**src/rtl/ffta_pkg.sv**
```systemverilog
`timescale 1ns / 1ps
`default_nettype none
// ----------------------------------------------------------------------------
// ffta_pkg
// Shared types and constants for the FIFO full-time accumulator.
// ----------------------------------------------------------------------------
package ffta_pkg;

  // fixed field widths
  localparam int REG_W   = 48;   // window registers and expected_ticks
  localparam int BITS_W  = 6;    // width registers
  localparam int SUM_W   = 64;   // accumulators and tick carrier
  localparam int VAL_W   = 32;   // value carrier, largest value width
  localparam int HALF_W  = 32;   // multiplier operand split
  localparam int APB_DW  = 64;
  localparam int APB_AW  = 5;

  // queue between front and back
  localparam int QUEUE_DEPTH = 4;
  localparam int QPTR_W      = $clog2(QUEUE_DEPTH);
  localparam int QCNT_W      = $clog2(QUEUE_DEPTH + 1);

  // input action codes
  typedef enum logic [1:0] {
    ACT_OCC = 2'd0,
    ACT_CAP = 2'd1,
    ACT_FIN = 2'd2
  } action_t;

  // register indexes (paddr[4:3])
  typedef enum logic [1:0] {
    REG_WIN_START = 2'd0,
    REG_WIN_END   = 2'd1,
    REG_OCC_BITS  = 2'd2,
    REG_CAP_BITS  = 2'd3
  } reg_idx_t;

  // configuration as seen by the front
  typedef struct packed {
    logic [REG_W-1:0]  win_start;
    logic [REG_W-1:0]  win_end;
    logic [BITS_W-1:0] occ_bits;
    logic [BITS_W-1:0] cap_bits;
  } cfg_t;

  // classified record, front to back; finish carries expected ticks in ticks
  typedef struct packed {
    logic             fin;
    logic             full;
    logic [SUM_W-1:0] ticks;
    logic [VAL_W-1:0] occ;
    logic [VAL_W-1:0] cap;
  } rec_t;

  // partial products after the multiplier stage
  typedef struct packed {
    logic             fin;
    logic             full;
    logic [SUM_W-1:0] ticks;
    logic [SUM_W-1:0] occ_lo;
    logic [SUM_W-1:0] occ_hi;
    logic [SUM_W-1:0] cap_lo;
    logic [SUM_W-1:0] cap_hi;
  } prod_t;

  // saturated weights ready to accumulate
  typedef struct packed {
    logic             fin;
    logic             full;
    logic [SUM_W-1:0] ticks;
    logic [SUM_W-1:0] occ_w;
    logic [SUM_W-1:0] cap_w;
  } wtd_t;

  // saturating 64-bit add
  function automatic logic [SUM_W-1:0] sat_add(input logic [SUM_W-1:0] a,
                                               input logic [SUM_W-1:0] b);
    logic [SUM_W:0] s;
    s = {1'b0, a} + {1'b0, b};
    return s[SUM_W] ? {SUM_W{1'b1}} : s[SUM_W-1:0];
  endfunction

endpackage
`default_nettype wire

```
**src/rtl/ffta_front.sv**
```systemverilog
`timescale 1ns / 1ps
`default_nettype none
// ----------------------------------------------------------------------------
// ffta_front
// Tracks held occupancy/capacity and event span; turns each beat into a
// credit record or a finish record for the back end.
// ----------------------------------------------------------------------------
module ffta_front
  import ffta_pkg::*;
#(
  parameter int TIME_WIDTH  = 48,
  parameter int VALUE_WIDTH = 32
) (
  input  wire logic                  clk,
  input  wire logic                  rst_n,
  input  wire cfg_t                  cfg,
  input  wire logic                  in_fire,
  input  wire logic [1:0]            in_action,
  input  wire logic [TIME_WIDTH-1:0] in_time,
  input  wire logic [31:0]           in_value,
  input  wire logic                  in_known,
  output logic                       push,
  output rec_t                       push_rec
);

  logic [VALUE_WIDTH-1:0] occ_r, cap_r;
  logic                   occ_vld_r, cap_vld_r;
  logic                   seen_r;
  logic [TIME_WIDTH-1:0]  first_r, last_r;

  logic [TIME_WIDTH-1:0]  ws, we, lo_ev, hi_ev, lo_fin, hi_fin;
  logic                   is_event, is_fin, credit;
  logic [REG_W-1:0]       expected;
  logic [VALUE_WIDTH-1:0] occ_mask, cap_mask, raw;

  assign ws  = TIME_WIDTH'(cfg.win_start);
  assign we  = TIME_WIDTH'(cfg.win_end);
  assign raw = VALUE_WIDTH'(in_value);

  // width masks; zero width behaves as one, overly wide as full
  always_comb begin
    for (int i = 0; i < VALUE_WIDTH; i++) begin
      occ_mask[i] = (i == 0) || (cfg.occ_bits > BITS_W'(i));
      cap_mask[i] = (i == 0) || (cfg.cap_bits > BITS_W'(i));
    end
  end

  // classify the beat
  always_comb begin
    is_event = in_fire && ((in_action == ACT_OCC) || (in_action == ACT_CAP));
    is_fin   = in_fire && (in_action == ACT_FIN);
  end

  // interval since the previous event, clipped to the window
  always_comb begin
    lo_ev  = (last_r > ws) ? last_r : ws;
    hi_ev  = (in_time < we) ? in_time : we;
    credit = seen_r && (in_time > last_r) && (hi_ev > lo_ev) &&
             occ_vld_r && cap_vld_r && (cap_r != '0);
  end

  // event span clipped to the window
  always_comb begin
    lo_fin   = (ws > first_r) ? ws : first_r;
    hi_fin   = (we < last_r) ? we : last_r;
    expected = (seen_r && (hi_fin > lo_fin)) ? REG_W'(hi_fin - lo_fin) : '0;
  end

  // record to the queue
  always_comb begin
    push          = (is_event && credit) || is_fin;
    push_rec.fin  = is_fin;
    push_rec.full = occ_r >= cap_r;
    push_rec.ticks = is_fin ? SUM_W'(expected) : SUM_W'(hi_ev - lo_ev);
    push_rec.occ  = VAL_W'(occ_r);
    push_rec.cap  = VAL_W'(cap_r);
  end

  // held state
  always_ff @(posedge clk) begin
    if (!rst_n || is_fin) begin
      occ_r     <= '0;
      cap_r     <= '0;
      occ_vld_r <= 1'b0;
      cap_vld_r <= 1'b0;
      seen_r    <= 1'b0;
      first_r   <= '0;
      last_r    <= '0;
    end else if (is_event) begin
      seen_r <= 1'b1;
      if (!seen_r || (in_time < first_r)) first_r <= in_time;
      if (!seen_r || (in_time > last_r))  last_r  <= in_time;
      if (in_action == ACT_OCC) begin
        occ_vld_r <= in_known;
        occ_r     <= in_known ? (raw & occ_mask) : '0;
      end else begin
        cap_vld_r <= in_known;
        cap_r     <= in_known ? (raw & cap_mask) : '0;
      end
    end
  end

endmodule
`default_nettype wire

```
**config.mk**
```make
export PLATFORM = sky130hd
export DESIGN_NAME = ffta_front
export DESIGN_NICKNAME = d
export VERILOG_FILES = /design/src/rtl/ffta_pkg.sv /design/src/rtl/ffta_front.sv
export SDC_FILE = /design/constraint.sdc
export NUM_CORES = 1
export LEC_CHECK = 0
export BUFFER_PORTS_ARGS = -buffer_cell sky130_fd_sc_hd__buf_4
export CORE_UTILIZATION = 40
export CTS_CLUSTER_DIAMETER = 120
export CTS_CLUSTER_SIZE = 12
export DETAILED_ROUTE_END_ITERATION = 12
export SYNTH_ARGS = -nofsm -noshare
export SYNTH_HDL_FRONTEND = slang
export SYNTH_SLANG_ARGS = --single-unit
```
**constraint.sdc**
```tcl
create_clock -name clk -period 10.25 [get_ports clk]
set_input_delay 0.5125 -clock clk [delete_from_list [all_inputs] [get_ports clk]]
set_output_delay 0.5125 -clock clk [all_outputs]
set_load 0.01 [all_outputs]
```
=== Word level (Yosys, flattened, before mapping) ===
Index checks and enable logic that the tools add are counted.

* Add/sub/neg operators: 2
* Order comparisons: 71
* Equality and inequality tests: 2
* Multiplexer cells: 8
* Bitwise gates (word level): 3
* Reductions and logical operators: 22

{| class="wikitable"
|+ Operators by type and width
! kind !! number
|-
| $gt 48x48->1 || 5
|-
| $mux 48 || 5
|-
| $gt 6x5->1 const B || 32
|-
| $lt 48x48->1 || 3
|-
| $gt 6x4->1 const B || 16
|-
| $and 32x32->32 || 2
|-
| $mux 32 || 2
|-
| $mux 64 || 1
|-
| $sub 48x48->49 || 1
|-
| $gt 6x3->1 const B || 8
|-
| $sub 48x48->48 || 1
|-
| $ge 32x32->1 || 1
|-
| $reduce_bool 32->1 || 1
|-
| $gt 6x2->1 const B || 4
|-
| $gt 6x1->1 const B || 2
|-
| $logic_and 1x1->1 || 9
|-
| $reduce_and 2->1 || 4
|-
| $logic_or 1x1->1 || 5
|-
| $eq 2x1->1 const B || 1
|-
| $eq 2x2->1 const B || 1
|-
| $logic_not 1->1 || 2
|-
| $logic_not 2->1 || 1
|-
| $not 1->1 || 1
|}

* Flip-flop bits (word level): 163
* Input port bits: 194
* Output and inout port bits: 131
* Word-level logic and storage cells: 115

=== Logic depth before layout (Yosys ltp) ===
Gate-level depths: netlist of run 1.

* Word-level depth: 9
* Mapped depth: 26
* Gate-level depth less buffers: 25

=== Least setup slack after synthesis of run 1 ===
No wires, ideal clock.

* Path kind: in2out
* Start point: input cfg[29] (netlist bit)
* End point: output push_rec[113] (netlist bit)
* Arrival time: 6377 ps
* Data required time: 9738 ps
* Path slack: 3361 ps
* Cell stages on the path: 26
* Path buffers: 3
* Cells stage by stage: inv_1 -> ha_1 -> a21o_1 -> a21o_1 -> a21oi_1 -> nor2b_1 -> o21ai_0 -> a21oi_1 -> o31ai_1 -> o211ai_1 -> a31oi_1 -> buf_2 -> buf_4 -> mux2i_1 -> ha_1 -> fa_1 -> nor2b_4 -> o31a_4 -> a2111oi_4 -> nor3b_1 -> o211ai_1 -> o21a_1 -> o211ai_1 -> a211o_1 -> a211oi_1 -> buf_4

{| class="wikitable"
|+ RTL lines
! item !! RTL line !! RTL
|-
| from (decl) || ffta_front.sv:16 || <nowiki>input wire cfg_t cfg,</nowiki>
|-
| to (decl) || ffta_front.sv:23 || <nowiki>output rec_t push_rec</nowiki>
|}

==> impl_metrics.json, run 1 <==
{
  "dpl_cell_area_um2": 25400,
  "grt_overflow": 0,
  "fin_cells": 3907,
  "hold_class": "in2reg",
  "dieHeight_um": 239,
  "path_clk_slew_ns": 0.07,
  "cp-endpoint": "push_rec[75]",
  "pin_count": 325,
  "cts.sinks": 163,
  "drt-total-wl_mm": 92.5,
  "reg2regPathDepth": 14,
  "syn_avg_cell_area_um2": 7.64,
  "report.final.setup_viol": 0,
  "layout_commonest_cell": "ha_1",
  "final_antenna_net_count": 0,
  "synth_edf_count": 0,
  "die-area_um2": 57100,
  "synth_area_leaders": "ha_1 23%, dfxtp_1 15%, mux2i_1 6.6%",
  "max_slew_margin_pct": 15.7,
  "yosys_warnings": 0,
  "dr.pass1.iters": 6,
  "crit_required_ns": 9.74,
  "report.final.slew_viol_count": 0,
  "fmax_ghz": 0.104,
  "core_area_um2": 55300,
  "outcome": "finished clean",
  "cts_buffers": 17,
  "routedWlPerCell_um": 23.7,
  "grt_usage_pct": 31.7,
  "critPathLaunchType": "flop",
  "port_buffers": 324,
  "design_area_um2": 26000,
  "r2r_start": "last_r[1]",
  "cts-htree-levels": 4,
  "r2r_slack_ns": 5.27,
  "post_cts_resized": 0,
  "syn_area_um2": 22400,
  "post_cts_buffers": 0,
  "yosysTopAreaCell": "ha_1",
  "max_stage_delay_ns": 0.86,
  "async_flop_share_pct": 0,
  "clk_latency_ns": 0.51,
  "rows": 86,
  "p_leak_nw": 11.8,
  "antenna_found_initial": 4,
  "synth_top_area_share_pct": 23.0,
  "dp_hpwl_mm": 75.5,
  "holdBufCountCts": 0,
  "synth-seq-area-share_pct": 14.5,
  "area_growth_syn_to_layout_pct": 15.6,
  "grt_pass1_vias": 22822,
  "post-route-period-util_pct": 94.1,
  "multiInputGateArea_um2": 17700,
  "placed_cells": 3875,
  "grt_max_degree": 85,
  "cp.arrival_ns": 9.13,
  "postSynthNetCount": 3547,
  "drc_errors": 0,
  "fin_skew_ns": 0.0252,
  "drtIter0Drc": 2341,
  "gp_congestion": 0.985,
  "ys.flop_type": "dfxtp_1",
  "slowest_stage": "a41oi_4",
  "powerDensity_nw_per_um2": 122,
  "timing.rr.end": "last_r[31]",
  "fillers": 5590,
  "grt_pass1_wl_mm": 138,
  "most-common-layout-cells": "413 x ha_1, 343 x buf_4, 258 x nand2_1",
  "via_per_inst": 6.10,
  "startpoint": "last_r[1]",
  "initial_utilization_pct": 40.6,
  "vias": 23848,
  "seq_area_um2": 3260,
  "critPathMostFrequentCell": "o21ai_0",
  "cp_max_fo": 23,
  "synthDistinctLibCells": 77,
  "cts_tree": "built",
  "rsz0062_at_grt": "false",
  "ir_drop_uv": 164,
  "cts-root-buf": "clkbuf_16",
  "die_w_um": 239,
  "timing.setup.tns_ns": 0,
  "tightest_slew_ns": 1.23,
  "hold_violations": 0,
  "syn_inst": 2938,
  "cts_buffer_depth": 2,
  "worstSetupPathType": "reg2out",
  "period_needed_ns": 9.64,
  "drive_above_1_share_pct": 14.3,
  "ys_seq_elements": 163,
  "fin_nets": 3755,
  "maxCapViolCount": 0,
  "end_kind": "output port"
}
[metrics by stage]
stage | util, % | hold slack [ns] | worst slack [ns] | total power [mW]
finish | 46.9 | 0.260 | 0.606 | 3.17
global route | 46.9 | 0.274 | 0.410 | 3.35
CTS | 46.9 | 0.244 | 0.679 | 3.14
detailed placement | 45.9 | 0.453 | 1.16 | 2.47
global placement | 45.9 | 0.447 | 1.25 | 2.45
floorplan | - | 0.433 | 3.36 | 1.82
[per-layer routing]
| metal | wire, um | GRT usage [%] |
|---|---|---|
| met5 | 35 | 0 |
| met4 | 4070 | 14.5 |
| met2 | 41200 | 49.8 |
| met1 | 39800 | 42.1 |
| met3 | 7300 | 5.61 |
[cell families after synthesis]
kind of cell	share of synthesized area, %
adder cells (fa/ha/maj)	23.2
AND/OR/NAND/NOR	17.9
multiplexers	9.00
buffers and inverters	7.25
XOR/XNOR	3.20
AO/OA/AOI/OAI	24.9
flip-flops	14.5
[critical path: cells and delay by family, from the launching register on]
family | cells | cell delay [ns]
adder cells (fa/ha/maj) | 3 | 0.93
buffers and inverters | 4 | 0.90
multiplexers | 1 | 0.36
flip-flops | 1 | 0.45
AND/OR/NAND/NOR | 2 | 0.98
AO/OA/AOI/OAI | 15 | 4.98
[flip-flops by register name, summed over array words and instances, names as in the netlist]
register / count
first_r: 48
last_r: 48
cap_r: 32
occ_r: 32
cap_vld_r: 1
occ_vld_r: 1
seen_r: 1
[layout make-up]
class / count / area share (%)
timing repair buffer: 343 / 9.92
multi-input combinational: 2366 / 68.0
tap: 748 / 3.61
inverter: 255 / 3.69
antenna: 1 / 0.00964
sequential: 163 / 12.6
clock inverter: 14 / 0.530
clock buffer: 17 / 1.64
[power by group]
group / total [mW] / switching [mW] / internal, mW
clock: 0.670 / 0.349 / 0.321
sequential: 0.680 / 0.0257 / 0.655
combinational: 1.82 / 1.09 / 0.734
total: 3.17 / 1.46 / 1.71
[worst min path at each step]
stage,from,end,cells past startpoint
after floorplan,occ_vld_r,occ_vld_r,2
after CTS,in_value[23],cap_r[23],3
final,in_value[23],cap_r[23],3
after global placement,occ_vld_r,occ_vld_r,2
after global routing,in_value[23],occ_r[23],3
after detailed placement,cap_vld_r,cap_vld_r,2
[synthesized netlist by cell type, drive strengths merged (40+ instances only)]
cell and count:
ha 413, nand2 259, inv 255, a21oi 237
o21ai 164, dfxtp 163, a21o 154, nor2 150
mux2i 149, clkbuf 100, nand4 99, nand3 87
and3 59, a221oi 58, buf 54, mux2 47
xnor2 42, xor2 40
(Power assumes the default switching activity.)
==> inputs of run 2 (changes only) <==
--- a/config.mk
+++ b/config.mk
@@ -5,11 +5,12 @@
 export SDC_FILE = /design/constraint.sdc
 export NUM_CORES = 1
 export LEC_CHECK = 0
-export BUFFER_PORTS_ARGS = -buffer_cell sky130_fd_sc_hd__buf_4
+export BUFFER_PORTS_ARGS = -buffer_cell sky130_fd_sc_hd__buf_2
 export CORE_UTILIZATION = 40
 export CTS_CLUSTER_DIAMETER = 120
 export CTS_CLUSTER_SIZE = 12
 export DETAILED_ROUTE_END_ITERATION = 12
+export GPL_ROUTABILITY_DRIVEN = 0
 export SYNTH_ARGS = -nofsm -noshare
 export SYNTH_HDL_FRONTEND = slang
 export SYNTH_SLANG_ARGS = --single-unit
==> constraint.sdc (replaced) <==
create_clock -name clk -period 10.25 [get_ports clk]
set_input_delay 1.5375 -clock clk [delete_from_list [all_inputs] [get_ports clk]]
set_output_delay 1.5375 -clock clk [all_outputs]
set_load 0.01 [all_outputs]
==> run 2 against run 1 <==
Against the previous run:
- total power is 0.27% lower
- critical endpoint is now push_rec[110]
- highest routed layer unchanged
- sequential share of layout area increased by 0.30 points
- clock skew down 0.0023 ns
- sequential cell count unchanged
- first-iteration DRC count is 0.81% lower
- non-clock buffer count grew 8
- core utilization down 1.1 points
- combinational power is 4% lower
- setup slack got worse by 0.27 ns
- register-to-register slack improved by 0.76 ns
==> impl_metrics.json, run 2 (synthesis gave the netlist of run 1 again) <==
{
  "layout_commonest_cell": "ha_1",
  "vias": 23644,
  "die_w_um": 239,
  "initial_utilization_pct": 40.6,
  "startpoint": "cfg[41]",
  "fillers": 5574,
  "r2r_start": "first_r[45]",
  "worstSetupPathType": "in2out",
  "pin_count": 325,
  "routedWlPerCell_um": 22.5,
  "p_int_mw": 1.72,
  "rsz0062_at_grt": "false",
  "cp_max_fo": 47,
  "holdCritStartpoint": "occ_vld_r",
  "holdBufCountCts": 0,
  "cp.arrival_ns": 8.38,
  "seq_area_um2": 3260,
  "post_cts_resized": 0,
  "hold_violations": 0,
  "dieHeight_um": 239,
  "most-common-layout-cells": "413 x ha_1, 324 x buf_2, 258 x nand2_1",
  "cts_tree": "built",
  "core_area_um2": 55300,
  "multiInputGateArea_um2": 17700,
  "die-area_um2": 57100,
  "path_clk_slew_ns": 0.07,
  "drt-total-wl_mm": 88.1,
  "hold_class": "reg2reg",
  "timing.setup.tns_ns": 0,
  "clockPowerShare_pct": 23.6,
  "final_antenna_net_count": 0,
  "drtIter0Drc": 2322,
  "via_per_inst": 6.03,
  "largest_registers": "first_r (48), last_r (48)",
  "grt_pass1_wl_mm": 132,
  "port_buffers": 324,
  "max_stage_delay_ns": 0.80,
  "fin_skew_ns": 0.0229,
  "p_switching_mw": 1.44,
  "maxCapViolCount": 0,
  "outcome": "finished clean",
  "end_kind": "output port",
  "period_needed_ns": 9.92,
  "grt_pass1_vias": 22284,
  "p_leak_nw": 11.6,
  "path_cells": "buf_2, ha_1, a21o_1, a21o_1, a21oi_1, o21ai_0, nor4_1, o21ai_0, a41oi_4, buf_12, mux2i_1, fa_1, a211oi_1, o21ai_0, a2111o_1, a31oi_1, o211ai_1, a221oi_2, nor2_1, o21ai_4, a2bb2oi_1, o311ai_2, buf_2",
  "ir_drop_uv": 150,
  "critPathLaunchType": "primary input",
  "seq_power_share_pct": 21.5,
  "report.final.setup_viol": 0,
  "post-route-period-util_pct": 96.7,
  "crit_required_ns": 8.71,
  "clk_latency_ns": 0.51,
  "area_growth_syn_to_layout_pct": 12.9,
  "fin_cells": 3919,
  "cts_buffer_depth": 2,
  "antenna_found_initial": 6,
  "dp_hpwl_mm": 72.0,
  "drive_above_1_share_pct": 14.5,
  "fin_nets": 3763,
  "tightest_slew_ns": 1.16,
  "cts-root-buf": "clkbuf_16",
  "cts-htree-levels": 4,
  "grt_max_degree": 85,
  "powerDensity_nw_per_um2": 125,
  "post_cts_buffers": 0,
  "p_comb_share_pct": 54.9,
  "dr.pass1.iters": 6,
  "grt_usage_pct": 30.2,
  "placed_cells": 3883,
  "rows": 86,
  "fmax_ghz": 0.101,
  "report.final.slew_viol_count": 0,
  "p_sw_share_pct": 45.5,
  "cts.sinks": 163,
  "critPathMostFrequentCell": "o21ai_0",
  "drc_errors": 0,
  "cts_buffers": 17,
  "max_slew_margin_pct": 22.5,
  "slowest_stage": "o21ai_4",
  "grt_overflow": 0
}
run 2: layout make-up:
type                    count  share of cell area, %
repair buffers            351                   7.34
flip-flops and latches    163                   12.9
clock inverters            15                  0.928
clock buffers              17                   1.68
multi-input cells        2366                   69.7
inverters                 255                   3.78
diodes                      4                 0.0395
well taps                 748                   3.69
run 2: power groups by stage:
stage | registers [mW] | clock network, mW | logic (mW)
floorplan | 0.686 | 0 | 1.13
global placement | 0.694 | 0 | 1.67
detailed placement | 0.695 | 0 | 1.68
CTS | 0.680 | 0.766 | 1.69
global route | 0.683 | 0.789 | 1.87
finish | 0.680 | 0.749 | 1.74
run 2: routing by layer:
layer | GRT usage (%) | vias up | wire, um
met5 | 0 | - | 9
met4 | 11.5 | 2 | 3150
met3 | 6.11 | 170 | 7490
met2 | 47.7 | 1053 | 39200
met1 | 40.3 | 11173 | 38300
li1 | - | 11246 | -
run 2: stage by stage:
stage	cell area (um^2)	total power [mW]	hold slack, ns	worst slack, ns	util [%]
2_1_floorplan	22400	1.82	0.433	1.31	-
3_3_place_gp	24700	2.36	0.451	0.482	44.6
3_5_place_dp	24700	2.38	0.448	0.315	44.6
4_1_cts	25300	3.14	0.460	0.299	45.8
5_1_grt	25300	3.34	0.494	0.120	45.8
6_report	25400	3.17	0.456	0.335	45.8
run 2: critical path, delay by kind of cell:
kind,cells,cell delay (ns)
compound gates,15,4.49
fa+ha+maj,2,0.82
buf+inv,3,0.66
simple gates,2,0.58
mux,1,0.21
run 2: path summary, 6_finish.rpt:
path / depth (start not counted) / end / slack, ns
max: 23 / push_rec[110] / 0.33
min: 2 / occ_vld_r / 0.46
max reg2reg: 11 / first_r[44] / 6.03
min reg2reg: 2 / occ_vld_r / 0.46
