$ cat config.mk
export PLATFORM = sky130hd
export DESIGN_NAME = ffta_queue
export DESIGN_NICKNAME = d
export VERILOG_FILES = /design/src/rtl/ffta_pkg.sv /design/src/rtl/ffta_queue.sv
export SDC_FILE = /design/constraint.sdc
export NUM_CORES = 1
export LEC_CHECK = 0
export BUFFER_PORTS_ARGS = -buffer_cell sky130_fd_sc_hd__clkbuf_2
export CAP_MARGIN = 30
export CORE_UTILIZATION = 60
export DETAILED_ROUTE_END_ITERATION = 7
export GPL_TIMING_DRIVEN = 0
export PLACE_DENSITY = 0.91
export SLEW_MARGIN = 20
export SYNTH_ARGS = -nofsm -noshare
export SYNTH_HDL_FRONTEND = slang
export SYNTH_SLANG_ARGS = --single-unit
$ cat constraint.sdc
create_clock -name clk -period 11.3 [get_ports clk]
set_input_delay 2.26 -clock clk [delete_from_list [all_inputs] [get_ports clk]]
set_output_delay 2.26 -clock clk [all_outputs]
set_load 0.01 [all_outputs]
$ cat src/rtl/ffta_pkg.sv
`timescale 1ns / 1ps
`default_nettype none
// ----------------------------------------------------------------------------
// ffta_pkg
// Shared types and constants for the FIFO full-time accumulator.
// ----------------------------------------------------------------------------
package ffta_pkg;

  // fixed field widths
  localparam int REG_W   = 48;   // window registers and expected_ticks
  localparam int BITS_W  = 6;    // width registers
  localparam int SUM_W   = 64;   // accumulators and tick carrier
  localparam int VAL_W   = 32;   // value carrier, largest value width
  localparam int HALF_W  = 32;   // multiplier operand split
  localparam int APB_DW  = 64;
  localparam int APB_AW  = 5;

  // queue between front and back
  localparam int QUEUE_DEPTH = 4;
  localparam int QPTR_W      = $clog2(QUEUE_DEPTH);
  localparam int QCNT_W      = $clog2(QUEUE_DEPTH + 1);

  // input action codes
  typedef enum logic [1:0] {
    ACT_OCC = 2'd0,
    ACT_CAP = 2'd1,
    ACT_FIN = 2'd2
  } action_t;

  // register indexes (paddr[4:3])
  typedef enum logic [1:0] {
    REG_WIN_START = 2'd0,
    REG_WIN_END   = 2'd1,
    REG_OCC_BITS  = 2'd2,
    REG_CAP_BITS  = 2'd3
  } reg_idx_t;

  // configuration as seen by the front
  typedef struct packed {
    logic [REG_W-1:0]  win_start;
    logic [REG_W-1:0]  win_end;
    logic [BITS_W-1:0] occ_bits;
    logic [BITS_W-1:0] cap_bits;
  } cfg_t;

  // classified record, front to back; finish carries expected ticks in ticks
  typedef struct packed {
    logic             fin;
    logic             full;
    logic [SUM_W-1:0] ticks;
    logic [VAL_W-1:0] occ;
    logic [VAL_W-1:0] cap;
  } rec_t;

  // partial products after the multiplier stage
  typedef struct packed {
    logic             fin;
    logic             full;
    logic [SUM_W-1:0] ticks;
    logic [SUM_W-1:0] occ_lo;
    logic [SUM_W-1:0] occ_hi;
    logic [SUM_W-1:0] cap_lo;
    logic [SUM_W-1:0] cap_hi;
  } prod_t;

  // saturated weights ready to accumulate
  typedef struct packed {
    logic             fin;
    logic             full;
    logic [SUM_W-1:0] ticks;
    logic [SUM_W-1:0] occ_w;
    logic [SUM_W-1:0] cap_w;
  } wtd_t;

  // saturating 64-bit add
  function automatic logic [SUM_W-1:0] sat_add(input logic [SUM_W-1:0] a,
                                               input logic [SUM_W-1:0] b);
    logic [SUM_W:0] s;
    s = {1'b0, a} + {1'b0, b};
    return s[SUM_W] ? {SUM_W{1'b1}} : s[SUM_W-1:0];
  endfunction

endpackage
`default_nettype wire

$ cat src/rtl/ffta_queue.sv
`timescale 1ns / 1ps
`default_nettype none
// ----------------------------------------------------------------------------
// ffta_queue
// Short record queue between the front and back ends.
// ----------------------------------------------------------------------------
module ffta_queue
  import ffta_pkg::*;
(
  input  wire logic clk,
  input  wire logic rst_n,
  input  wire logic push,
  input  wire rec_t push_rec,
  output logic      not_full,
  output logic      not_empty,
  input  wire logic pop,
  output rec_t      head
);

  rec_t              mem_r [QUEUE_DEPTH];
  logic [QPTR_W-1:0] wr_ptr_r, rd_ptr_r;
  logic [QCNT_W-1:0] count_r;
  logic              do_push, do_pop;

  assign not_full  = count_r < QCNT_W'(QUEUE_DEPTH);
  assign not_empty = count_r != '0;
  assign do_push   = push && not_full;
  assign do_pop    = pop && not_empty;
  assign head      = mem_r[rd_ptr_r];

  // storage
  always_ff @(posedge clk) begin
    if (do_push) mem_r[wr_ptr_r] <= push_rec;
  end

  // pointers and fill count
  always_ff @(posedge clk) begin
    if (!rst_n) begin
      wr_ptr_r <= '0;
      rd_ptr_r <= '0;
      count_r  <= '0;
    end else begin
      if (do_push) wr_ptr_r <= wr_ptr_r + QPTR_W'(1);
      if (do_pop)  rd_ptr_r <= rd_ptr_r + QPTR_W'(1);
      case ({do_push, do_pop})
        2'b10:   count_r <= count_r + QCNT_W'(1);
        2'b01:   count_r <= count_r - QCNT_W'(1);
        default: count_r <= count_r;
      endcase
    end
  end

endmodule
`default_nettype wire

# Word-level counts from Yosys, hierarchy flattened
# Memories as Yosys holds them, arrays and structs flattened. A register that Yosys moved wholly into a read port is not among the register bits.
# Index checks and enable logic that the tools add are counted.
[op_classes] addsub=4 multipliers=0 div_mod_pow=0 order_cmp=1 n_eq_ne=2 shift=0 n_mux=5 bitwise_logic=0 n_reduce_logical=4
[op_table] cell="case mux 3 bit (2 select lines)" count=1
[op_table] cell="adder 2 x 1 -> 2 bit (second input constant)" count=2
[op_table] cell="2-to-1 mux 2 bit" count=2
[op_table] cell="adder 3 x 1 -> 3 bit (second input constant)" count=1
[op_table] cell="less-than comparator 3 bit (second input constant)" count=1
[op_table] cell="nonzero test 3 bit" count=1
[op_table] cell="subtractor 3 x 1 -> 3 bit (second input constant)" count=1
[op_table] cell="equality test 2 x 1 -> 1 bit (second input constant)" count=1
[op_table] cell="equality test 2 bit (second input constant)" count=1
[op_table] cell="logical AND 1 bit" count=2
[op_table] cell="2-to-1 mux 1 bit" count=2
[op_table] cell="nonzero test 2 bit" count=1
[totals] register_bits=7 latch_bits=0 mem_bits_rw=520 romBits=0 inputBits=134 out_inout_bits=132 wordCells=20 memories=1
[mem_list] memory="mem_r" depth=4 word_bits=130 rd=1 rd_ports_with_merged_regs=1 write_ports=1 line_no="ffta_queue.sv:20" source="rec_t mem_r [QUEUE_DEPTH];"

# Depth between registers and ports, before layout
# Gate-level depths: netlist of the first run.
[logic_depth] ltp_word=4 depth_mapped=9 depth_no_buf=8

# Worst setup path before layout of the first run
# No wires, ideal clock.
[synth_timing] path_kind="input to register" start="input port push" end="memory mem_r[0][0] (netlist name), enable pin" setup_ns=0.505 t_arrival_ns=5.623 t_required_ns=10.795 slack_ns=5.172 stages=3 n_path_buf=1 path_cell_list="nor2b_1 clkbuf_1 and2_1"
[synth_via] elab_chain_cells=3
[synth_lines] element="from (decl)" line_no="ffta_queue.sv:12" source="input wire logic push,"
[synth_lines] element="logical AND 1 bit" line_no="ffta_queue.sv:27" source="assign do_push = push && not_full;"
[synth_lines] element="2-to-1 mux 1 bit" line_no="ffta_queue.sv:33" source="if (do_push) mem_r[wr_ptr_r] <= push_rec;"
[synth_lines] element="2-to-1 mux 1 bit (not written as such)" line_no="ffta_queue.sv:33"
[synth_lines] element="to (decl)" line_no="ffta_queue.sv:20"
# No other way between the ends.

==> results of run 1 <==
## power breakdown
group	total (mW)	internal, mW	switching [mW]	leakage, nW
Combinational	1.36	0.658	0.698	2.19
Clock	1.57	0.910	0.658	0.748
Sequential	2.47	2.41	0.0595	4.84
Total	5.39	3.97	1.42	7.79
## sequential cells by signal, summed over array words and instances (netlist names), named ones only
name	cells
wr_ptr_r	2
count_r	3
mem_r	520
rd_ptr_r	2
## routing by layer
| layer | vias up | global-route usage |
|---|---|---|
| li1 | 3816 | - |
| met1 | 4557 | 0.292 |
| met2 | 359 | 0.388 |
| met3 | 72 | 0.0606 |
| met4 | 0 | 0.0692 |
| met5 | - | 0 |
## placed cells by master, fill, tap and decap left out, types with 5 or more instances in the layout
cell,count
clkinv_2,6
edfxtp_1,520
clkbuf_2,265
inv_1,7
ha_1,5
dfxtp_1,9
clkinv_1,9
mux4_2,130
buf_12,18
clkbuf_16,51
buf_16,5
buf_2,10
clkbuf_1,19
## cells by family (layout without fill, tap and decap cells)
family / after synthesis / in the layout / synth area share
xor gates and xnor gates: 5 / 5 / 0.00226
other: 0 / 2 / 0
adders and majority gates: 6 / 6 / 0.00427
and+or+nand+nor: 15 / 15 / 0.00466
DFF: 529 / 529 / 0.817
AOI/OAI and AO/OA: 5 / 5 / 0.00181
muxes: 131 / 131 / 0.152
buffers and inverters: 37 / 405 / 0.0181
## final cells by class
class                   instances  area share
repair buffers                277      0.0697
multi-input cells             162       0.139
well taps                     402      0.0219
diodes                          2    0.000218
inverters                       7     0.00114
plain buffers                  30      0.0140
clock inverters                21     0.00772
flip-flops and latches        529       0.687
clock buffers                  70      0.0595
## how the worst max path moves through the flow
stage	from	endpoint	slack [ps]	depth (start not counted)
after floorplan	push	mem_r[0][0]	5170	3
after global placement	push	mem_r[1][44]	2840	4
after detailed placement	flip-flop	head[62]	7050	4
after CTS	flip-flop	head[62]	6470	4
after global routing	flip-flop	head[67]	6420	4
final	flip-flop	head[62]	6560	4
## worst min-delay path, cell delays in order (launching register included)
cell and delay [ps]:
dfxtp_1 340, mux2i_1 130, nor2b_1 60
## metrics by stage
stage	area [µm²]	power, mW
final	23000	5.39
after global routing	23000	5.59
after CTS	23000	5.44
after detailed placement	21500	3.87
after global placement	21200	3.85
after floorplan	19300	3.39
==> impl_metrics.yaml, run 1 <==
outcome:
  status: "completed"
critical_path:
  crit_fanout: 10
  path_delay_family: "buffers and inverters"
  critPathBufInv: 3
  slowest_stage: "clkbuf_1"
  path_cells: "clkbuf_1, buf_2, mux4_2, clkbuf_2"
  crit_type: "flip-flop to primary output"
  max_stage_delay_ps: 580
  required_ps: 9040
  worstReg2RegStart: "count_r[2]"
  r2r_slack_ps: 9040
  timing.rr.end: "mem_r[2][18]"
  crit_path_start_kind: "flip-flop"
  endpoint_kind: "primary output"
  arrival_ps: 2480
  rr_worst_depth: 5
hold_path:
  min_path_type: "flip-flop to flip-flop"
  holdPathEnd: "wr_ptr_r[1]"
  hp-start: "wr_ptr_r[1]"
  hold_depth: 2
yosys:
  ys_seq_elements: 529
  synth_top_flop_cell: "edfxtp_1"
  synth.area.top_cells: "edfxtp_1 81%, mux4_2 15%, buf_12 1.1%"
  yosysMostFrequentCell: "edfxtp_1"
  synth.avg_cell_area_um2: 26.6
  synth_warnings: 0
  netlist.area_leader.share: 0.808
  yosysTopAreaCell: "edfxtp_1"
  synthTopCellsByCount: "520 x edfxtp_1, 130 x mux4_2, 11 x buf_12"
  yosysUniqueCellTypes: 24
  synth_fp_nets: 868
  synth_edf_count: 520
  ys_async_sr_fraction: 0
  synth_cells: 728
  yosysSeqAreaShare: 0.817
  syn_area_um2: 19300
detailed_routing:
  dr_wl_met3_um: 2940
  highest_layer: "met4"
  wire_per_inst_um: 24.6
  drc_errors: 0
  m1WireLength_um: 13900
  ant_nets: 0
  via_count: 8804
  first_pass_iters: 4
  route.met2.wl_um: 19100
  wirelength_um: 36900
  viasPerCell: 5.87
  dr.first_iter.drc_count: 570
timing:
  setup-tns-final_ps: 0
  finalSetupViolCount: 0
  fmax_ghz: 0.211
  period_needed_ps: 4740
  slew_headroom: 0.515
  period_share: 0.420
  finalWorstSetupSlack_ps: 6560
  hold_viol_final: 0
  worst_pin_slew_ps: 728
  clock_skew_ps: 9.40
  timing.hold.ws_ps: 574
  slew_violations: 0
  rsz0062_at_grt: "no"
clocking:
  h-tree-depth: 2
  cts_root_buf: "clkbuf_16"
  clockBufferDepth: 3
  worstSkewPairLatency_ps: 540
  post_cts_buffers: 0
  cts_tree: "yes"
  numCtsBuffers: 49
  hold_buffers: 0
  cts_resized: 0
  cts.sinks: 529
  clkSlewWorstSetupHoldPaths_ps: 60
placed_design:
  dp_slack_ps: 7050
  dp_cells: 1407
  port_buffers: 265
  dpl.hpwl_um: 23600
  routabilityCongestion: 0.724
flow_run:
  max-cap-violations: 0
grt:
  grt_pass1_vias: 9433
  grt_max_degree: 49
  antenna_found_initial: 2
  grt_pass1_wl_um: 55400
  track_usage: 0.228
  grt.overflow.total: 0
finish:
  syn_to_final_growth_pct: 19.0
  drive_gt1_frac: 0.457
  multi_input_area_um2: 3200
  fin_cells: 1500
  fill_cells: 1732
  ff_latch_area_um2: 15800
  utilization: 0.727
  nets: 1196
floorplanning:
  core_um2: 31600
  die_y_um: 182
  start_util: 0.611
  die_area_um2: 32900
  num_rows: 65
  top_level_ports: 266
  dieWidth_um: 182
pwr:
  power.density_nw_per_um2: 234
  ir_drop_uv: 175
  p_leak_nw: 7.79
Power figures use the tool's default switching activity.
==> inputs of run 2 (changes only) <==
- ABC_AREA: not set -> 1
- CORE_UTILIZATION: 60 -> 52
- PLACE_DENSITY: 0.91 -> 0.84
- clock period: 11.3 -> 4.11 ns (I/O delays scaled with it)
==> run 2 against run 1 <==
Against the previous run: clock skew grew 7.6 ps; synthesized area increased by 2.1%; final area is 4.7% higher; combinational power grew to 2.9 times the previous value; register-to-register slack got worse by 7500 ps; synthesized cell count up 82%; die area grew 18%; clock power rose to 2.9 times the previous value; first-iteration DRC count is 63% higher; clock-buffer cell count down 9; sequential share of layout area shrank 3.1 points; critical endpoint is now head[35].
==> impl_metrics.yaml, run 2 <==
finish:
  utilization: 0.643
  largest_reg_flops: 520
  nets: 1807
  regMostFlops: "mem_r"
  final_cell_mix: "520 x edfxtp_1, 270 x clkbuf_2, 266 x nor2_1"
  top_regs: "mem_r x520, count_r x3"
  syn_to_final_growth_pct: 22.0
  final_area_um2: 24100
  layout_commonest_cell: "edfxtp_1"
  fill_cells: 2587
  drive_gt1_frac: 0.245
  fin_cells: 2221
critical_path:
  required_ps: 3290
  arrival_ps: 2630
  crit_path_start_kind: "flip-flop"
  crit_type: "flip-flop to primary output"
  crit_fanout: 10
  endpoint_kind: "primary output"
outcome:
  status: "completed"
grt:
  track_usage: 0.242
  grt_max_degree: 25
  grt.overflow.total: 0
  grt_pass1_vias: 12600
  antenna_found_initial: 3
  grt_pass1_wl_um: 70600
yosys:
  synth_warnings: 0
  syn_area_um2: 19700
  yosysMostFrequentCell: "edfxtp_1"
  yosysUniqueCellTypes: 21
  synth.area.mux_share: 0
  synth_edf_count: 520
  synth_fp_nets: 1462
  synth.avg_cell_area_um2: 14.9
  synthAdderAreaFrac: 0.00418
  synth-simple-area-share: 0.0544
  synth_top_family_by_area: "compound AO/OA/AOI/OAI gates"
  ys_async_sr_fraction: 0
  netlist.area_leader.share: 0.791
  ys_seq_elements: 529
  synth_cells: 1322
  yosysTopAreaCell: "edfxtp_1"
  synth_compound_area_frac: 0.109
  synth_xor_xnor_area_share: 0
  synthTopCellsByCount: "520 x edfxtp_1, 270 x nor2_1, 194 x o21ai_0"
  synth.area.top_cells: "edfxtp_1 79%, nor2_1 5.1%, o21ai_0 4.9%"
  synth_top_flop_cell: "edfxtp_1"
  yosysSeqAreaShare: 0.800
pwr:
  power.density_nw_per_um2: 633
  p_leak_nw: 8.57
  ir_drop_uv: 470
  power_mw: 15.3
detailed_routing:
  first_pass_iters: 5
  via_count: 12700
  wire_per_inst_um: 21.1
  wirelength_um: 46900
  drc_errors: 0
  viasPerCell: 5.70
  ant_nets: 0
  dr.first_iter.drc_count: 927
floorplanning:
  dieWidth_um: 197
  die_y_um: 197
  num_rows: 71
  start_util: 0.527
  die_area_um2: 38800
  core_um2: 37500
  top_level_ports: 266
timing:
  rsz0062_at_grt: "no"
  worst_pin_slew_ps: 620
  hold_viol_final: 0
  clock_skew_ps: 17.0
  finalSetupViolCount: 0
  slew_headroom: 0.586
  period_share: 0.839
  period_needed_ps: 3450
  fmax_ghz: 0.290
  slew_violations: 0
clocking:
  hold_buffers: 0
  cts_resized: 0
  cts_tree: "yes"
  post_cts_buffers: 0
  clkSlewWorstSetupHoldPaths_ps: 60
  numCtsBuffers: 51
  cts.sinks: 529
  clockBufferDepth: 3
  h-tree-depth: 2
  worstSkewPairLatency_ps: 580
  cts_root_buf: "clkbuf_16"
hold_path:
  min_path_type: "input port to flip-flop"
flow_run:
  max-cap-violations: 0
placed_design:
  placed_cell_area_um2: 22400
  dpl.hpwl_um: 29600
  routabilityCongestion: 0.767
  dp_cells: 2125
  port_buffers: 265
[run 2: cell types whose count changed after synthesis, sizes merged, moves of 5 or more]
cell	change
nand2	+11
o21ai	+262
clkbuf	+43
mux4	-130
buf	+12
a21oi	+5
inv	+11
and2	-8
o22ai	+130
nor2	+270
[run 2: cell type report]
type | instances | area, µm² | area share
diodes | 1 | 2.50 | 0.000104
plain buffers | 85 | 556 | 0.0231
clock buffers | 61 | 1360 | 0.0563
clock inverters | 34 | 309 | 0.0128
inverters | 18 | 80.1 | 0.00332
multi-input cells | 690 | 3350 | 0.139
flip-flops and latches | 529 | 15800 | 0.656
well taps | 511 | 639 | 0.0265
repair buffers | 292 | 2010 | 0.0834
[run 2: through the flow]
stage	setup TNS (ps)	hold slack, ps	worst slack (ps)
2_1_floorplan	-393630	444	-757
4_1_cts	0	416	697
6_report	0	448	662
3_3_place_gp	-1756330	459	-3440
5_1_grt	0	438	585
3_5_place_dp	0	481	1110
[run 2: critical path, stage by stage, from the launching register on]
cell      delay (ps)
dfxtp_1          380
inv_2            150
buf_2            420
clkbuf_1         460
o21ai_0          230
o22ai_1          230
clkbuf_2         180
[run 2: worst paths after layout]
check                 end  cells past startpoint    startpoint  slack (ps)
max              head[35]                      6     flip-flop         660
min reg2reg    count_r[0]                      1    count_r[0]         510
min          mem_r[1][78]                      1  push_rec[78]         450
max reg2reg  mem_r[0][47]                      7    count_r[2]        1570
[run 2: layer usage]
layer | part of all wire | GRT usage | vias to the layer above
met4 | 0.037 | 0.109 | 2
li1 | - | - | 5714
met2 | 0.50 | 0.403 | 627
met5 | 0.00028 | 0 | -
met1 | 0.37 | 0.307 | 6219
met3 | 0.090 | 0.0493 | 104
[run 2: logic make-up after synthesis]
| logic type | after synthesis |
|---|---|
| adder cells (fa/ha/maj) | 6 |
| flip-flops | 529 |
| AND/OR/NAND/NOR | 285 |
| AO/OA/AOI/OAI | 399 |
| buffers and inverters | 103 |
[run 2: power by group]
part           switching (mW)  internal, mW
clock network            1.95          2.67
logic                    2.58          1.37
registers               0.130          6.55
total                    4.67          10.6
==> inputs of run 3 (changes only) <==
- ABC_AREA: 1 -> 0
- CORE_UTILIZATION: 52 -> 51
- PLACE_DENSITY: 0.84 -> 0.83
- clock period: 4.11 -> 3.1 ns (I/O delays scaled with it)
==> run 3 against run 2 <==
Against the previous run: non-clock buffer count fell by 71; via count down 31%; routed wire length shrank 23%; final cell count down 28%; clock power is 32% higher; register-to-register slack worse by 710 ps; clock-buffer cell count unchanged; sequential power increased by 34%; critical path type unchanged; largest cell class unchanged; largest power group unchanged; highest routed layer unchanged.
==> impl_metrics.yaml, run 3 (synthesized netlist as in run 1, its figures left out) <==
clocking:
  cts.sinks: 529
  post_cts_buffers: 0
  h-tree-depth: 2
  clkSlewWorstSetupHoldPaths_ps: 60
  clockBufferDepth: 3
  cts_tree: "yes"
  numCtsBuffers: 51
  cts_root_buf: "clkbuf_16"
  worstSkewPairLatency_ps: 570
timing:
  slew_headroom: 0.546
  slew_violations: 0
  rsz0062_at_grt: "no"
  period_needed_ps: 2900
  fmax_ghz: 0.345
  timing.hold.ws_ps: 257
  hold_viol_final: 0
  worst_pin_slew_ps: 681
  clock_skew_ps: 8.21
  period_share: 0.936
  finalSetupViolCount: 0
grt:
  grt.overflow.total: 0
  antenna_found_initial: 1
  grt_max_degree: 48
  track_usage: 0.191
  grt_pass1_wl_um: 54400
  grt_pass1_vias: 9296
finish:
  drive_gt1_frac: 0.463
  nets: 1197
  final_area_um2: 23200
  top_regs: "mem_r x520, count_r x3"
  syn_to_final_growth_pct: 20.2
  regMostFlops: "mem_r"
  final_cell_mix: "520 x edfxtp_1, 266 x clkbuf_2, 130 x mux4_2"
  layout_commonest_cell: "edfxtp_1"
  diodes: 0
  largest_reg_flops: 520
detailed_routing:
  wire_per_inst_um: 22.6
  via_count: 8724
  dr.first_iter.drc_count: 502
  drc_errors: 0
  viasPerCell: 5.46
  wirelength_um: 36200
  first_pass_iters: 5
  ant_nets: 0
placed_design:
  placed_cell_area_um2: 21600
  dpl.hpwl_um: 22800
  port_buffers: 265
  routabilityCongestion: 0.716
floorplanning:
  dieWidth_um: 197
  start_util: 0.523
  num_rows: 70
  core_um2: 37000
  top_level_ports: 266
  die_y_um: 197
  die_area_um2: 38700
hold_path:
  min_path_type: "input port to flip-flop"
flow_run:
  max-cap-violations: 0
critical_path:
  crit_type: "flip-flop to primary output"
  arrival_ps: 2280
  crit_path_start_kind: "flip-flop"
  endpoint_kind: "primary output"
  crit_fanout: 10
  required_ps: 2480
pwr:
  power.density_nw_per_um2: 861
  ir_drop_uv: 689
  p_leak_nw: 7.84
outcome:
  status: "completed"
==> run 3: cell types whose count changed in the layout (fill, tap and decap cells not counted), sizes merged, moves of 8 or more <==
cell	change
o21ai	-262
o22ai	-130
buf	-28
nand2	-11
nor2	-270
clkinv	-10
mux4	+130
and2	+8
inv	-10
clkbuf	-43
==> run 3: worst max-delay path, stage by stage (launching register included) <==
cell      delay, ps
dfxtp_1         360
clkbuf_2        400
buf_2           400
mux4_2          350
clkbuf_2        180
==> run 3: cell type report <==
| class | count | area (µm²) |
|---|---|---|
| plain buffers | 30 | 324 |
| clock inverters | 28 | 294 |
| flip-flops and latches | 529 | 15800 |
| clock buffers | 61 | 1360 |
| well taps | 504 | 631 |
| inverters | 7 | 26.3 |
| fillers | 2452 | 13700 |
| repair buffers | 276 | 1610 |
| multi-input cells | 162 | 3200 |
==> run 3: final timing paths <==
path | from | to | slack [ps] | cells past startpoint
setup / recovery | flip-flop | head[107] | 200 | 4
hold / removal | push_rec[113] | mem_r[0][113] | 260 | 1
setup reg to reg | count_r[2] | mem_r[0][43] | 860 | 5
hold reg to reg | wr_ptr_r[1] | wr_ptr_r[1] | 570 | 2
==> run 3: layer usage <==
layer,track usage,up-vias,share of wire
met5,0,-,0.00036
met4,0.0514,2,0.020
met3,0.0542,57,0.071
met2,0.321,263,0.51
met1,0.247,4589,0.40
li1,-,3813,-
==> run 3: repair_timing <==
action                     CTS  global route
hold buffers                 0             0
hold endpoints to repair     0             0
setup endpoints to repair  100             0
resized for setup            1             0
==> run 3: stage by stage <==
| step | util | setup slack (ps) | cells | TNS, ps | power (mW) |
|---|---|---|---|---|---|
| final | 0.629 | 199 | 1597 | 0 | 20.0 |
| after floorplan | - | 55.7 | 728 | 0 | 12.3 |
| after global placement | 0.576 | -1320 | 1497 | -662080 | 14.0 |
| after global routing | 0.629 | 56.7 | 1597 | 0 | 20.8 |
| after detailed placement | 0.584 | 345 | 1508 | 0 | 14.1 |
| after CTS | 0.629 | 117 | 1597 | 0 | 20.3 |
==> run 3: report_power, final <==
part	leakage, nW	switching, mW	internal (mW)	total, mW
sequential	4.84	0.189	8.77	8.96
combinational	2.20	2.55	2.41	4.95
clock	0.794	2.49	3.60	6.10
